### config.mk
export PLATFORM = sky130hd
export DESIGN_NAME = windowed_peak_detector
export DESIGN_NICKNAME = d
export VERILOG_FILES = /design/src/design/wpd_pkg.sv /design/src/design/wpd_detect.sv /design/src/design/wpd_out_buf.sv /design/src/design/windowed_peak_detector.sv
export SDC_FILE = /design/constraint.sdc
export NUM_CORES = 1
export LEC_CHECK = 0
export BUFFER_PORTS_ARGS = -buffer_cell sky130_fd_sc_hd__buf_2
export CORE_AREA = 2 2 196 390
export DETAILED_ROUTE_END_ITERATION = 8
export DIE_AREA = 0 0 198 392
export PLACE_DENSITY = 0.58
export SYNTH_ARGS = -nofsm -noshare
export SYNTH_HDL_FRONTEND = slang
export SYNTH_SLANG_ARGS = --single-unit
### constraint.sdc
create_clock -name clk_i -period 11.03 [get_ports clk_i]
set_input_delay 2.206 -clock clk_i [delete_from_list [all_inputs] [get_ports clk_i]]
set_output_delay 2.206 -clock clk_i [all_outputs]
set_load 0.01 [all_outputs]
### src/design/wpd_pkg.sv
// package: widths, register codes, reset values and word types of the peak detector
`timescale 1ns / 1ps
`default_nettype none

package wpd_pkg;

  localparam int VALUE_WIDTH = 32;
  localparam int TIME_WIDTH  = 32;
  localparam int CFG_WIDTH   = 32;
  localparam int MODE_WIDTH  = 2;
  localparam int CFG_IDX_W   = 2;

  // compare widths that hold every operand exactly
  localparam int LIM_W = (VALUE_WIDTH > CFG_WIDTH) ? VALUE_WIDTH : CFG_WIDTH;
  localparam int GAP_W = (TIME_WIDTH + 1 > CFG_WIDTH) ? TIME_WIDTH + 1 : CFG_WIDTH;

  typedef enum logic [CFG_IDX_W-1:0] {
    REG_WINDOW_MODE = 2'd0,
    REG_ABOVE_LIMIT = 2'd1,
    REG_BELOW_LIMIT = 2'd2,
    REG_MIN_GAP     = 2'd3
  } wpd_reg_e;

  typedef enum logic [MODE_WIDTH-1:0] {
    MODE_DIST2 = 2'd0,
    MODE_ADJ   = 2'd1,
    MODE_MONO  = 2'd2
  } wpd_mode_e;

  localparam logic [MODE_WIDTH-1:0] RST_WINDOW_MODE = MODE_MONO;
  localparam logic [CFG_WIDTH-1:0]  RST_ABOVE_LIMIT = 32'h8000_0000;
  localparam logic [CFG_WIDTH-1:0]  RST_BELOW_LIMIT = 32'h7FFF_FFFF;
  localparam logic [CFG_WIDTH-1:0]  RST_MIN_GAP     = CFG_WIDTH'(-32'sd99999);

  typedef struct packed {
    logic [MODE_WIDTH-1:0] window_mode;
    logic [CFG_WIDTH-1:0]  above_limit;
    logic [CFG_WIDTH-1:0]  below_limit;
    logic [CFG_WIDTH-1:0]  min_gap;
  } wpd_cfg_t;

  typedef struct packed {
    logic [VALUE_WIDTH-1:0] value;
    logic [TIME_WIDTH-1:0]  stamp;
  } wpd_word_t;

endpackage

`default_nettype wire

### src/design/wpd_detect.sv
// sample window, peak shape test, limit test and gap test
`timescale 1ns / 1ps
`default_nettype none

module wpd_detect (
  input  wire logic                          clk_i,
  input  wire logic                          rst_ni,
  input  wire logic                          accept_i,
  input  wire logic [wpd_pkg::VALUE_WIDTH-1:0] value_i,
  input  wire logic [wpd_pkg::TIME_WIDTH-1:0]  stamp_i,
  input  wire wpd_pkg::wpd_cfg_t             cfg_i,
  output logic                               emit_o,
  output wpd_pkg::wpd_word_t                 word_o
);
  import wpd_pkg::*;

  // window: index 0 one back, 1 candidate, 2 three back, 3 four back
  logic [VALUE_WIDTH-1:0] win_q [4];
  logic [TIME_WIDTH-1:0]  td_q  [2];
  logic [TIME_WIDTH-1:0]  last_q;

  logic signed [VALUE_WIDTH-1:0] a, b, c, d, e;
  logic signed [LIM_W-1:0]       c_ext, lo_ext, hi_ext;
  logic signed [GAP_W-1:0]       diff, gap_ext;
  logic                          shape, peak, gap_ok;

  always_comb begin
    a = value_i;
    b = win_q[0];
    c = win_q[1];
    d = win_q[2];
    e = win_q[3];
    unique case (cfg_i.window_mode)
      MODE_DIST2: shape = (c > a) && (c > e);
      MODE_ADJ:   shape = (c > b) && (c > d);
      MODE_MONO:  shape = (c >= b) && (b > a) && (c >= d) && (d > e);
      default:    shape = 1'b0;
    endcase
    c_ext  = LIM_W'(c);
    lo_ext = LIM_W'(signed'(cfg_i.above_limit));
    hi_ext = LIM_W'(signed'(cfg_i.below_limit));
    peak   = shape && (c_ext > lo_ext) && (c_ext < hi_ext);
    diff    = signed'(GAP_W'(td_q[1])) - signed'(GAP_W'(last_q));
    gap_ext = GAP_W'(signed'(cfg_i.min_gap));
    gap_ok  = diff >= gap_ext;
    emit_o       = accept_i && peak && gap_ok;
    word_o.value = win_q[1];
    word_o.stamp = td_q[1];
  end

  always_ff @(posedge clk_i or negedge rst_ni) begin
    if (!rst_ni) begin
      for (int i = 0; i < 4; i++) win_q[i] <= '0;
      td_q[0] <= '0;
      td_q[1] <= '0;
      last_q  <= '0;
    end else if (accept_i) begin
      win_q[3] <= win_q[2];
      win_q[2] <= win_q[1];
      win_q[1] <= win_q[0];
      win_q[0] <= value_i;
      td_q[1]  <= td_q[0];
      td_q[0]  <= stamp_i;
      if (peak) begin
        last_q <= td_q[1];
      end
    end
  end

endmodule

`default_nettype wire

### src/design/wpd_out_buf.sv
// two-word output buffer that decouples the result side from the sample side
`timescale 1ns / 1ps
`default_nettype none

module wpd_out_buf (
  input  wire logic               clk_i,
  input  wire logic               rst_ni,
  input  wire logic               push_i,
  input  wire wpd_pkg::wpd_word_t push_word_i,
  output logic                    full_o,
  output logic                    valid_o,
  input  wire logic               stall_i,
  output wpd_pkg::wpd_word_t      word_o
);
  import wpd_pkg::*;

  wpd_word_t   slot_q [2];
  logic [1:0]  cnt_q, cnt_d;
  logic        pop;

  assign pop     = (cnt_q != 2'd0) && !stall_i;
  assign valid_o = cnt_q != 2'd0;
  assign full_o  = cnt_q == 2'd2;
  assign word_o  = slot_q[0];

  always_comb begin
    cnt_d = cnt_q;
    if (push_i && !pop) begin
      cnt_d = cnt_q + 2'd1;
    end else if (pop && !push_i) begin
      cnt_d = cnt_q - 2'd1;
    end
  end

  always_ff @(posedge clk_i or negedge rst_ni) begin
    if (!rst_ni) begin
      cnt_q <= '0;
    end else begin
      cnt_q <= cnt_d;
    end
  end

  // payload slots, no reset
  always_ff @(posedge clk_i) begin
    if (pop) begin
      slot_q[0] <= slot_q[1];
    end
    if (push_i) begin
      if (cnt_q == 2'd0 || (cnt_q == 2'd1 && pop)) begin
        slot_q[0] <= push_word_i;
      end else begin
        slot_q[1] <= push_word_i;
      end
    end
  end

endmodule

`default_nettype wire

### src/design/windowed_peak_detector.sv
// top level of the windowed peak detector
//
//  channel  | direction | handshake                | word
//  ---------+-----------+--------------------------+------------------------------
//  sample   | in        | in_valid_i / in_stall_o  | sample_value_i, sample_time_i
//  peak     | out       | out_valid_o / out_stall_i| peak_value_o, peak_time_o
//  config   | in        | cfg_we_i                 | cfg_idx_i, cfg_data_i
//
//  one sample word per cycle while in_stall_o is low; a peak word enters the
//  output buffer when the sample two words behind it is taken and shows on the
//  output once the words ahead of it have left; in_stall_o rises only when both
//  output buffer slots hold words; reset clears the window, the last peak time,
//  the buffer and the registers to their defaults
`timescale 1ns / 1ps
`default_nettype none

module windowed_peak_detector (
  input  wire logic                            clk_i,
  input  wire logic                            rst_ni,
  input  wire logic                            in_valid_i,
  output logic                                 in_stall_o,
  input  wire logic [wpd_pkg::VALUE_WIDTH-1:0] sample_value_i,
  input  wire logic [wpd_pkg::TIME_WIDTH-1:0]  sample_time_i,
  output logic                                 out_valid_o,
  input  wire logic                            out_stall_i,
  output logic [wpd_pkg::VALUE_WIDTH-1:0]      peak_value_o,
  output logic [wpd_pkg::TIME_WIDTH-1:0]       peak_time_o,
  input  wire logic                            cfg_we_i,
  input  wire logic [wpd_pkg::CFG_IDX_W-1:0]   cfg_idx_i,
  input  wire logic [wpd_pkg::CFG_WIDTH-1:0]   cfg_data_i
);
  import wpd_pkg::*;

  wpd_cfg_t  cfg_q;
  wpd_word_t det_word, out_word;
  logic      accept, emit, full;

  always_ff @(posedge clk_i or negedge rst_ni) begin
    if (!rst_ni) begin
      cfg_q.window_mode <= RST_WINDOW_MODE;
      cfg_q.above_limit <= RST_ABOVE_LIMIT;
      cfg_q.below_limit <= RST_BELOW_LIMIT;
      cfg_q.min_gap     <= RST_MIN_GAP;
    end else if (cfg_we_i) begin
      unique case (wpd_reg_e'(cfg_idx_i))
        REG_WINDOW_MODE: cfg_q.window_mode <= cfg_data_i[MODE_WIDTH-1:0];
        REG_ABOVE_LIMIT: cfg_q.above_limit <= cfg_data_i;
        REG_BELOW_LIMIT: cfg_q.below_limit <= cfg_data_i;
        REG_MIN_GAP:     cfg_q.min_gap     <= cfg_data_i;
        default: ;
      endcase
    end
  end

  assign in_stall_o = full;
  assign accept     = in_valid_i && !full;

  wpd_detect u_detect (
    .clk_i    (clk_i),
    .rst_ni   (rst_ni),
    .accept_i (accept),
    .value_i  (sample_value_i),
    .stamp_i  (sample_time_i),
    .cfg_i    (cfg_q),
    .emit_o   (emit),
    .word_o   (det_word)
  );

  wpd_out_buf u_out_buf (
    .clk_i       (clk_i),
    .rst_ni      (rst_ni),
    .push_i      (emit),
    .push_word_i (det_word),
    .full_o      (full),
    .valid_o     (out_valid_o),
    .stall_i     (out_stall_i),
    .word_o      (out_word)
  );

  assign peak_value_o = out_word.value;
  assign peak_time_o  = out_word.stamp;

endmodule

`default_nettype wire

Yosys cells after proc, flatten, opt, wreduce, memory -nomap -nowiden
Memories as Yosys holds them, arrays and structs flattened.
Cells that the tools add are included.
W data, S select, Z words.
Storage, ports and cells
  register bits: 324
  latch bits: 0
  RAM bits: 128
  ROM bits: 0
  bits of input ports: 103
  word-level logic and storage cells: 76
  memories kept: 1
Operators by class
  $add $sub $neg: 3
  multipliers: 0
  divide/modulo/power cells: 0
  $lt $le $gt $ge: 11
  equal/unequal tests: 7
  shift-type cells: 0
  multiplexer cells: 12
  bitwise gates (word level): 1
  reductions and logical operators: 29
Memories
  u_out_buf.slot_q: depth 2, width 64, rd ports 2, clocked after Yosys merged registers in 0, wr ports 2, line wpd_out_buf.sv:17  | wpd_word_t slot_q [2];
Operator list (count)
  $gt A32 B32 Y1: 7
  $ge A32 B32 Y1: 2
  $mux W64: 1
  $ge A33 B32 Y1: 1
  $sub A32 B32 Y33: 1
  $lt A32 B32 Y1: 1
  $logic_and A1 B1 Y1: 14
  $reduce_and A2 Y1: 5
  $eq A2 B2 Y1 const B: 4
  $mux W1: 8
  $eq A2 B1 Y1 const B: 3
  $logic_not A2 Y1: 3
  $logic_not A1 Y1: 4
  $mux W2: 2
  $reduce_bool A2 Y1: 2
  $pmux W1 S3: 1
  $add A2 B1 Y2 const B: 1
  $sub A2 B1 Y2 const B: 1
  $logic_or A1 B1 Y1: 1
  $or A1 B1 Y1: 1

Depth between registers and ports, before layout
Gate-level depths: netlist (run 1).
  depth after elaboration: 13
  mapped depth: 23
  depth with buffers taken out: 23

By module
From an unflattened synthesis (run 1), not the netlist that was laid out.
Unflattened totals
  cell total of the unflattened synthesis: 2302
  area total of the unflattened synthesis: 26018.7 um^2
Modules (own cells, without submodules)
  wpd_detect: instances 1, cells an instance 1811, area an instance 16968.8 um^2, seq. area each 5605.4 um^2
  wpd_out_buf: instances 1, cells an instance 281, area an instance 5300.1 um^2, seq. area each 3893.7 um^2
  windowed_peak_detector: instances 1, cells an instance 210, area an instance 3749.8 um^2, seq. area each 2522.4 um^2

Worst setup path after synthesis (run 1)
Ideal clock, no wire load.
  kind: input port to flip-flop
  from: in sample_value_i[15] in the netlist's numbering
  to: mem u_out_buf.slot_q[0][100] in the netlist's numbering (enable)
  data arrival time: 9.436 ns
  setup slack: 1.016 ns
  stages: 13
  buffers on the path: 2
  cell sequence: inv_1 > ha_1 > nand4_1 > nor4_1 > o21ai_0 > a31oi_1 > a211oi_1 > o41a_1 > o41a_1 > or3_1 > buf_4 > buf_6 > nor3b_1
RTL lines
  start, declared: line windowed_peak_detector.sv:22  | input wire logic [wpd_pkg::VALUE_WIDTH-1:0] sample_value_i,
  end, declared: line wpd_out_buf.sv:17

==> results of run 1 <==
-- state kept, by name, summed over array words and instances, names as in the netlist --
register	flops
cfg_q	98
u_out_buf.slot_q	128
u_detect.e	32
u_detect.td_q	32
u_detect.b	32
u_detect.word_o	32
u_detect.d	32
u_detect.c	32
u_detect.last_q	32
u_out_buf.cnt_q	2
-- area by class of cell --
type | count | area [µm²] | area share (%)
diodes | 10 | 25.0 | 0.0870
clock buffers | 68 | 1290 | 4.49
clock inverters | 11 | 93.8 | 0.326
inverters | 282 | 1060 | 3.68
multi-input cells | 1607 | 12000 | 41.8
flip-flops and latches | 452 | 12000 | 41.8
well taps | 1008 | 1260 | 4.38
repair buffers | 184 | 983 | 3.42
-- worst paths after layout --
kind,from,cells after the start,end,slack [ps]
max reg2reg,u_detect.word_o[0],23,u_out_buf.slot_q[0][42],3470
max in group asynchronous,rst_ni,2,u_detect.word_o[21],7840
min,u_detect.td_q[53],2,u_detect.word_o[21],470
min reg2reg,u_detect.td_q[53],2,u_detect.word_o[21],470
min in group asynchronous,rst_ni,1,u_detect.td_q[59],1670
max,u_detect.word_o[0],23,u_out_buf.slot_q[0][42],3470
-- per-layer routing --
metal | vias up | routed length (µm) | global-route usage (%)
met4 | 2 | 4250 | 10.4
li1 | 8775 | - | -
met3 | 155 | 2940 | 2.08
met1 | 8765 | 25200 | 18.7
met5 | - | 7 | 0
met2 | 385 | 37500 | 34.4
-- cells by family after synthesis --
family,count (synthesis)
flip-flops,452
XOR/XNOR,26
buffers and inverters,411
AND/OR/NAND/NOR,594
adder cells (fa/ha/maj),325
multiplexers,193
AO/OA/AOI/OAI,469
-- cell usage in the layout, fill, tap and decap left out, types with 6 or more instances in the layout --
cell / instances
xnor2_1: 21
diode_2: 10
nand4_1: 55
nor2b_1: 12
nand3_1: 34
mux2_2: 165
buf_4: 15
buf_2: 167
ha_1: 324
a21oi_1: 128
inv_1: 282
or4_1: 6
dfstp_2: 56
nand2b_1: 7
edfxtp_1: 128
a31oi_1: 11
clkbuf_8: 8
o211ai_1: 12
and3_1: 8
clkbuf_16: 45
mux2_4: 27
nor4_1: 10
a21o_1: 35
nand2_1: 379
nor2_1: 49
a211oi_1: 14
o21ai_0: 185
clkbuf_1: 15
o21a_1: 16
dfrtp_1: 268
nor3_1: 8
-- per-stage QoR --
| step | power (W) | instances | hold WS (ps) | area, µm² | util (%) |
|---|---|---|---|---|---|
| finish | 0.00892 | 3622 | 471 | 28800 | 38.5 |
| global route | 0.00970 | 3613 | 491 | 28700 | 38.4 |
| CTS | 0.00901 | 3612 | 475 | 28700 | 38.4 |
| detailed placement | 0.00747 | 3533 | 456 | 27400 | 36.6 |
| global placement | 0.00731 | 3533 | 454 | 27400 | 36.6 |
| floorplan | 0.00601 | 2470 | 439 | 25800 | - |
-- power by group through the flow --
stage                     Sequential (W)  Clock (W)  Combinational [W]
after floorplan                  0.00268          0            0.00334
after global placement           0.00292          0            0.00439
after detailed placement         0.00294          0            0.00453
after CTS                        0.00292    0.00154            0.00456
after global routing             0.00297    0.00160            0.00513
final                            0.00290    0.00149            0.00453
-- critical path: cells and delay by family, from the launching register on --
| kind | cells | cell delay, ps |
|---|---|---|
| xor gates and xnor gates | 1 | 190 |
| buffers and inverters | 2 | 720 |
| AOI/OAI and AO/OA | 9 | 3080 |
| DFF | 1 | 400 |
| adders and majority gates | 3 | 720 |
| and+or+nand+nor | 7 | 1660 |
| muxes | 1 | 420 |
==> metrics.md, run 1 <==
| Metric | Value |
|---|---|
| Final slew viol count | `0` |
| FF+latch count, synth | `452` |
| Die H | `392 µm` |
| TritonCTS clock tree | `built` |
| Critical path class | `flip-flop to flip-flop` |
| Total congestion overflow | `0` |
| First-pass GRT wire length | `107000 µm` |
| CP Data Arrival Time | `7880 ps` |
| Pint | `0.00505 W` |
| Leading area contributor after synthesis | `dfrtp_1` |
| Finish-stage setup viols | `0` |
| GP Congestion | `0.897` |
| Syn_nets | `2898` |
| Commonest cells in the netlist | `nand2_1, ha_1, inv_1` |
| CTS Buf Count | `43` |
| Count of buffers from port buffering | `168` |
| Worst Skew | `17.8 ps` |
| Largest family of logic cells by synthesized area | `adder cells` |
| Sequential fraction of design power | `32.5%` |
| CP Launch Type | `flip-flop` |
| Compound-Gate Fraction of Synth Area | `10.8%` |
| Worst slack at placement | `3500 ps` |
| Root Buffer | `clkbuf_16` |
| Top-area cell type share of the netlist area | `26.0%` |
| CP peak stage delay | `650 ps` |
| Required time of the critical path | `11350 ps` |
| CP Cell Sequence | `inv_1 > ha_1 > fa_1 > nor2b_1 > o31a_1 > o311ai_0 > a31oi_1 > a31oi_1 > o311ai_0 > a31oi_1 > o21ai_0 > xor2_1 > ha_1 > nand4_1 > nor2_1 > nand4_1 > and3_1 > a22o_1 > a21o_1 > or4_1 > nor2_4 > buf_4 > mux2_2` |
| DRC | `0` |
| Synth warn | `0` |
| Clock Latency Late Sink | `580 ps` |
| PD cells | `310 nW/µm²` |
| Starting DRT DRC Count | `841` |
| Crit path max fanout | `49` |
| Xor-xnor portion of the synthesized cell area | `0.881%` |
| CTS max path bufs | `3` |
| Leakage power | `13.4 nW` |
| Mux contribution to synthesized area | `8.80%` |
| Psw | `0.00387 W` |
| Measured slew at the worst slew-check pin | `1160 ps` |
| Core Rows | `142` |
| Nets | `2998` |
| CTS sink count | `452` |
| Most frequent cell on the critical path | `a31oi_1` |
| Die extent in x | `198 µm` |
| Resized Gates After CTS | `0` |
| Initial antenna violation count | `8` |
| Max-cap viol count | `0` |
| Hold Crit Class | `flip-flop to flip-flop` |
| Adder-cell share of the synthesized area | `15.8%` |
| Share of cells above drive strength 1 | `19.5%` |
| Post-synthesis sequential area ratio | `46.5%` |
| Largest net degree at the start of global routing | `151` |
| # hold bufs at CTS | `0` |
| Combinational cell fraction of total power | `50.7%` |
| Max VDD drop | `117 µV` |
| Syn Inst Count | `2470` |
| Core Box Area | `74800 µm²` |
| Slowest-stage cell, CP | `or4_1` |
| Clock power frac | `16.7%` |
| Most common cell in the netlist | `nand2_1` |
| Final wirelength | `69900 µm` |
| EDFF count, synth | `128` |
| H-tree Lvls | `2` |
| Top Ports | `169` |
| Period utilization | `68.6%` |
| DP Wirelength | `53800 µm` |
| Pre-Repair DR Iteration Count | `5` |
| Clock-pin slew on the worst setup and hold paths | `60 ps` |
| Setup TNS | `0 ps` |
| Switching share of power | `43.3%` |
| Post-synthesis simple-gate area fraction | `10.2%` |
| Vias per cell | `4.99` |
| Initial Utilization | `34.5%` |
| Ys flop type | `dfrtp_1` |
| Vias | `18100` |
| Hold Fails Final Rpt | `0` |
| Wirelength per Cell | `19.3 µm` |
| Synth top area cells | `dfrtp_1, ha_1, edfxtp_1` |
| Run status | `complete, no violations` |
| Crit. End Element | `flip-flop` |
| Worst relative slew slack | `21.8%` |
| Syn Area/Cell | `10.5 µm²` |
| Fillers | `7373` |
| RSZ-0062 raised after global routing | `false` |
| Tot GR Track Use | `18.0%` |
| Area Growth Syn to Fin | `11.4%` |
| Minimum clock period | `7560 ps` |
| Die footprint | `77600 µm²` |
| Fmax | `132 MHz` |
| Final WS setup | `3470 ps` |
| Vias in the first global route | `18800` |
| Library cells used by synthesis | `66` |
| Cell Area, Synth | `25800 µm²` |
| Setup Fix Bufs, Post-CTS | `0` |
| FFs w/ async S/R, synth | `71.7%` |
| DRT antenna net count | `0` |
No activity file was read; power rests on OpenSTA's default activity.
==> run 2, diff against run 1 <==
ABC_AREA = 1   (was unset)
CORE_AREA = 2 2 199 396   (was 2 2 196 390)
DIE_AREA = 0 0 201 398   (was 0 0 198 392)
clock period = 7.7 ns   (was 11.03 ns; I/O delays follow)
==> run 2 against run 1 <==
  * Cell area rose by 2.9%
  * Die area is 3.1% higher
  * Count of clock-buffer cells in the layout down 3
  * Critical endpoint is now u_out_buf.slot_q[0][2]
==> metrics.md, run 2 <==
| Metric | Value |
|---|---|
| Run status | `complete, no violations` |
| Fmax | `172 MHz` |
| Initial antenna violation count | `1` |
| Most frequent cells in the layout | `nand2_1, inv_1, ha_1` |
| Leading area contributor after synthesis | `dfrtp_1` |
| Storage cell area | `12000 µm²` |
| Hold Fails Final Rpt | `0` |
| CP Launch Type | `flip-flop` |
| Critical path class | `flip-flop to flip-flop` |
| Initial Utilization | `34.7%` |
| Fillers | `7854` |
| Die extent in x | `201 µm` |
| Synth top area cells | `dfrtp_1, ha_1, edfxtp_1` |
| Ys flop type | `dfrtp_1` |
| DRT antenna net count | `0` |
| Placed Area | `28100 µm²` |
| CTS Buf Count | `45` |
| Total congestion overflow | `0` |
| Commonest cells in the netlist | `nand2_1, inv_1, ha_1` |
| # hold bufs at CTS | `0` |
| FFs w/ async S/R, synth | `71.7%` |
| Count of buffers from port buffering | `168` |
| Leakage power | `14.4 nW` |
| Syn_nets | `3465` |
| Measured slew at the worst slew-check pin | `1040 ps` |
| Max reg flops | `128` |
| Starting DRT DRC Count | `979` |
| Crit. End Element | `flip-flop` |
| Wirelength per Cell | `16.9 µm` |
| Worst relative slew slack | `30.5%` |
| Largest net degree at the start of global routing | `223` |
| Final slew viol count | `0` |
| Biggest regs | `u_out_buf.slot_q x128, cfg_q x98` |
| PD cells | `412 nW/µm²` |
| Top Ports | `169` |
| Crit path max fanout | `48` |
| FF+latch count, synth | `452` |
| First-pass GRT wire length | `111000 µm` |
| Die H | `398 µm` |
| Final Power | `0.0122 W` |
| Top reg by flops | `u_out_buf.slot_q` |
| Final wirelength | `70500 µm` |
| Core Box Area | `76900 µm²` |
| Minimum clock period | `5820 ps` |
| Area Growth Syn to Fin | `11.0%` |
| CTS max path bufs | `3` |
| Area of the multi-input gates | `12000 µm²` |
| Setup Fix Bufs, Post-CTS | `0` |
| Top-area cell type share of the netlist area | `25.1%` |
| Required time of the critical path | `7930 ps` |
| Vias per cell | `4.78` |
| TritonCTS clock tree | `built` |
| CTS sink count | `452` |
| Worst Skew | `22.9 ps` |
| Most common cell after layout, fill and taps aside | `nand2_1` |
| Tot GR Track Use | `17.7%` |
| Post-synthesis sequential area ratio | `45.1%` |
| GP Congestion | `0.898` |
| Setup TNS | `0 ps` |
| Core Rows | `144` |
| Cell Area, Synth | `26700 µm²` |
| Max-cap viol count | `0` |
| DP Wirelength | `53400 µm` |
| Root Buffer | `clkbuf_16` |
| Clock Latency Late Sink | `580 ps` |
| Hold Crit Class | `flip-flop to flip-flop` |
| Resized Gates After CTS | `0` |
| Max VDD drop | `190 µV` |
| EDFF count, synth | `128` |
| Vias | `19900` |
| H-tree Lvls | `2` |
| DRC | `0` |
| Fin area | `29600 µm²` |
| Share of cells above drive strength 1 | `11.2%` |
| Most common cell in the netlist | `nand2_1` |
| Ant. Diodes | `0` |
| Finish-stage setup viols | `0` |
| Nets | `3540` |
| CP Data Arrival Time | `6040 ps` |
| RSZ-0062 raised after global routing | `false` |
| Period utilization | `75.5%` |
| Synth warn | `0` |
| Syn Inst Count | `3037` |
| Die footprint | `80000 µm²` |
| Syn Area/Cell | `8.78 µm²` |
| Vias in the first global route | `20100` |
| Library cells used by synthesis | `44` |
| Pre-Repair DR Iteration Count | `5` |
| Clock-pin slew on the worst setup and hold paths | `70 ps` |
-- run 2: cell types whose count changed in the layout (fill, tap and decap cells not counted), sizes merged, moves of 12 or more --
cell and delta:
o21ai +128, nor2b -13, nand2 +231, nor3 +12
a21oi +112, xor2 +15, mux2 -174, a21o -30
nor2 +95, nand4 -27, inv +187, o21bai +63
nand3 +72
-- run 2: per-stage QoR --
step                      worst slack [ps]  instances  hold slack, ps  util [%]
final                                 1880       4171             483      38.5
after global routing                  1470       4171             503      38.5
after floorplan                        464       3037             453         -
after global placement                1990       4087             467      36.5
after detailed placement              1860       4087             473      36.5
after CTS                             1840       4171             489      38.5
-- run 2: kinds of logic (layout without fill, tap and decap cells) --
kind of cell	after synthesis	count (layout)	share of synthesized area (%)
AO/OA/AOI/OAI	662	662	13.5
XOR/XNOR	30	30	0.985
adder cells (fa/ha/maj)	325	325	15.3
buffers and inverters	626	738	10.0
flip-flops	452	452	45.1
multiplexers	18	18	0.760
AND/OR/NAND/NOR	924	924	14.4
-- run 2: critical path: stages, from the launching register on --
cell and delay, ps:
dfrtp_1 390, inv_1 70, ha_1 230, fa_1 390
nand3b_1 170, nand2_1 110, a21oi_1 190, o21ai_1 320
a21oi_1 120, o21ai_1 220, a21oi_1 160, o21ai_0 350
nand2_1 140, nand3_1 90, nand2_1 60, ha_1 300
nand4_1 120, nor4_1 320, nand4_1 160, nand3_1 100
nand2_1 50, nand2_1 80, nand4_1 270, o21ai_4 650
buf_12 330
-- run 2: area by class of cell --
| type | count | area share [%] |
|---|---|---|
| tap | 1022 | 4.32 |
| multi-input combinational | 1959 | 40.6 |
| sequential | 452 | 40.6 |
| timing repair buffer | 184 | 3.49 |
| clock inverter | 19 | 0.676 |
| clock buffer | 65 | 4.37 |
| inverter | 470 | 5.96 |
-- run 2: power breakdown --
group          internal (W)  total, W  switching [W]
logic               0.00219   0.00591        0.00372
clock network       0.00130   0.00228       0.000971
registers           0.00331   0.00403       0.000720
total               0.00680    0.0122        0.00541
-- run 2: worst paths after layout --
kind | start | end | cells past startpoint | slack [ps]
worst max-delay path | u_detect.word_o[0] | u_out_buf.slot_q[0][2] | 24 | 1880
min in group asynchronous | rst_ni | u_detect.b[6] | 1 | 870
worst min register to register | u_detect.e[22] | u_detect.e[22] | 2 | 480
worst min-delay path | u_detect.e[22] | u_detect.e[22] | 2 | 480
max in group asynchronous | rst_ni | u_detect.d[25] | 2 | 5490
worst max register to register | u_detect.word_o[0] | u_out_buf.slot_q[0][2] | 24 | 1880
-- run 2: routing by layer --
metal	share of wire [%]	GRT usage, %	vias to the layer above	wire length, µm
met4	4.2	7.58	2	2960
met5	0.0099	0	-	7
met1	38	18.8	9402	26500
met2	56	35.2	312	39200
li1	-	-	10100	-
met3	2.7	1.57	126	1890
==> run 3, diff against run 2 <==
clock period = 5.7 ns   (was 7.7 ns; I/O delays follow)
==> run 3 against run 2 <==
  * First-iteration DRC count fell by 7.3%
  * Non-clock buffer count rose by 7
  * Cell count rose by 0.22%
  * Count of clock-buffer cells in the layout fell by 11
  * Sequential power rose by 36%
  * Clock skew fell by 0.84 ps
  * Flip-flop and latch count did not move
  * Die area did not move
  * Hold slack improved by 2.6 ps
  * Global-route usage rose by 0.46 points
==> metrics.md, run 3 (synthesis results as in run 2) <==
| Metric | Value |
|---|---|
| DP Wirelength | `54600 µm` |
| Initial Utilization | `34.7%` |
| Fmax | `193 MHz` |
| Placed Area | `28200 µm²` |
| Die footprint | `80000 µm²` |
| Top reg by flops | `u_out_buf.slot_q` |
| CTS Buf Count | `45` |
| Layout Utilization | `38.7%` |
| Die extent in x | `201 µm` |
| Finish-stage setup viols | `0` |
| Fillers | `7833` |
| Biggest regs | `u_out_buf.slot_q x128, cfg_q x98` |
| Final wirelength | `72100 µm` |
| PD cells | `563 nW/µm²` |
| First-pass GRT wire length | `113000 µm` |
| Nets | `3547` |
| Initial antenna violation count | `2` |
| DRC | `0` |
| Total congestion overflow | `0` |
| H-tree Lvls | `2` |
| Top Ports | `169` |
| TritonCTS clock tree | `built` |
| Core Rows | `144` |
| Count of buffers from port buffering | `168` |
| Worst Skew | `22.1 ps` |
| Hold Slack | `485 ps` |
| Leakage power | `14.5 nW` |
| Run status | `complete, no violations` |
| Area Growth Syn to Fin | `11.7%` |
| Setup TNS | `0 ps` |
| Max VDD drop | `330 µV` |
| CTS max path bufs | `3` |
| Root Buffer | `clkbuf_16` |
| Crit. End Element | `flip-flop` |
| CTS sink count | `452` |
| Share of cells above drive strength 1 | `11.8%` |
| GP Congestion | `0.877` |
| DRT antenna net count | `0` |
| CP Data Arrival Time | `5510 ps` |
| Worst relative slew slack | `27.8%` |
| Measured slew at the worst slew-check pin | `1080 ps` |
| Max reg flops | `128` |
| CP Launch Type | `flip-flop` |
| R2r setup slk | `520 ps` |
| Crit path max fanout | `52` |
| WP buf/inv | `2` |
| Hold Fails Final Rpt | `0` |
| Most frequent cell on the critical path | `nand2_1` |
| Hold Crit Class | `input pin to async pin` |
| Die H | `398 µm` |
| Pre-Repair DR Iteration Count | `5` |
| Vias per cell | `4.81` |
| Most frequent cells in the layout | `nand2_1, inv_1, ha_1` |
| RSZ-0062 raised after global routing | `false` |
| Core Box Area | `76900 µm²` |
| Slowest-stage cell, CP | `fa_1` |
| Clock-pin slew on the worst setup and hold paths | `70 ps` |
| Critical path class | `flip-flop to flip-flop` |
| Final slew viol count | `0` |
| Final Power | `0.0168 W` |
| Max-cap viol count | `0` |
| Period utilization | `90.9%` |
| Clock Latency Late Sink | `590 ps` |
| Most common cell after layout, fill and taps aside | `nand2_1` |
| Vias | `20100` |
| Starting DRT DRC Count | `908` |
| Crit-path leading delay family | `simple AND/OR/NAND/NOR gates` |
| CP peak stage delay | `410 ps` |
| Wirelength per Cell | `17.3 µm` |
| Largest net degree at the start of global routing | `117` |
| Required time of the critical path | `6030 ps` |
| Vias in the first global route | `20400` |
| Fin area | `29800 µm²` |
| Tot GR Track Use | `18.2%` |
| Minimum clock period | `5180 ps` |
-- run 3: cell types whose count changed in the layout (fill, tap and decap cells not counted), sizes merged --
cell | previous run | this run
clkinvlp | 2 | 4
bufinv | 4 | 7
clkinv | 12 | 15
buf | 184 | 191
inv | 471 | 474
diode | 0 | 2
clkbuf | 65 | 54
-- run 3: routing by layer --
metal / share of wire, % / wire (µm) / global-route usage [%]
met3: 3.1 / 2260 / 1.84
met1: 37 / 26800 / 18.9
met2: 55 / 39500 / 36.0
met4: 4.9 / 3540 / 8.64
met5: 0.0097 / 7 / 0
-- run 3: where the power goes --
group / internal, W / total (W) / switching [W]
combinational: 0.00298 / 0.00802 / 0.00504
clock: 0.00190 / 0.00328 / 0.00138
sequential: 0.00447 / 0.00547 / 0.00100
-- run 3: layout make-up --
class / count / area (µm²) / share of cell area [%]
antenna: 2 / 5.00 / 0.0168
inverter: 470 / 1760 / 5.92
tap: 1022 / 1280 / 4.29
sequential: 452 / 12000 / 40.4
multi-input combinational: 1959 / 12000 / 40.3
clock buffer: 54 / 1250 / 4.20
clock inverter: 30 / 352 / 1.18
timing repair buffer: 191 / 1100 / 3.69
-- run 3: worst paths after layout --
kind                                          from                endpoint  depth (start not counted)
worst max register to register  u_detect.word_o[0]  u_out_buf.slot_q[0][4]                         25
worst min register to register            cfg_q[9]                cfg_q[9]                          2
worst min-delay path                        rst_ni           u_detect.b[6]                          1
max in group asynchronous                   rst_ni          u_detect.c[27]                          2
min in group clk_i                        cfg_q[9]                cfg_q[9]                          2
worst max-delay path            u_detect.word_o[0]  u_out_buf.slot_q[0][4]                         25
-- run 3: stage by stage --
stage	worst slack, ps	instances
after floorplan	331	3037
after global placement	642	4094
after detailed placement	483	4094
after CTS	454	4178
after global routing	13.8	4178
final	517	4180
-- run 3: timing repair --
item,CTS,global route
setup buffers,0,0
hold buffers,0,0
endpoints found under the setup margin,0,52
gates resized for setup,0,1
endpoints found under the hold margin,0,0
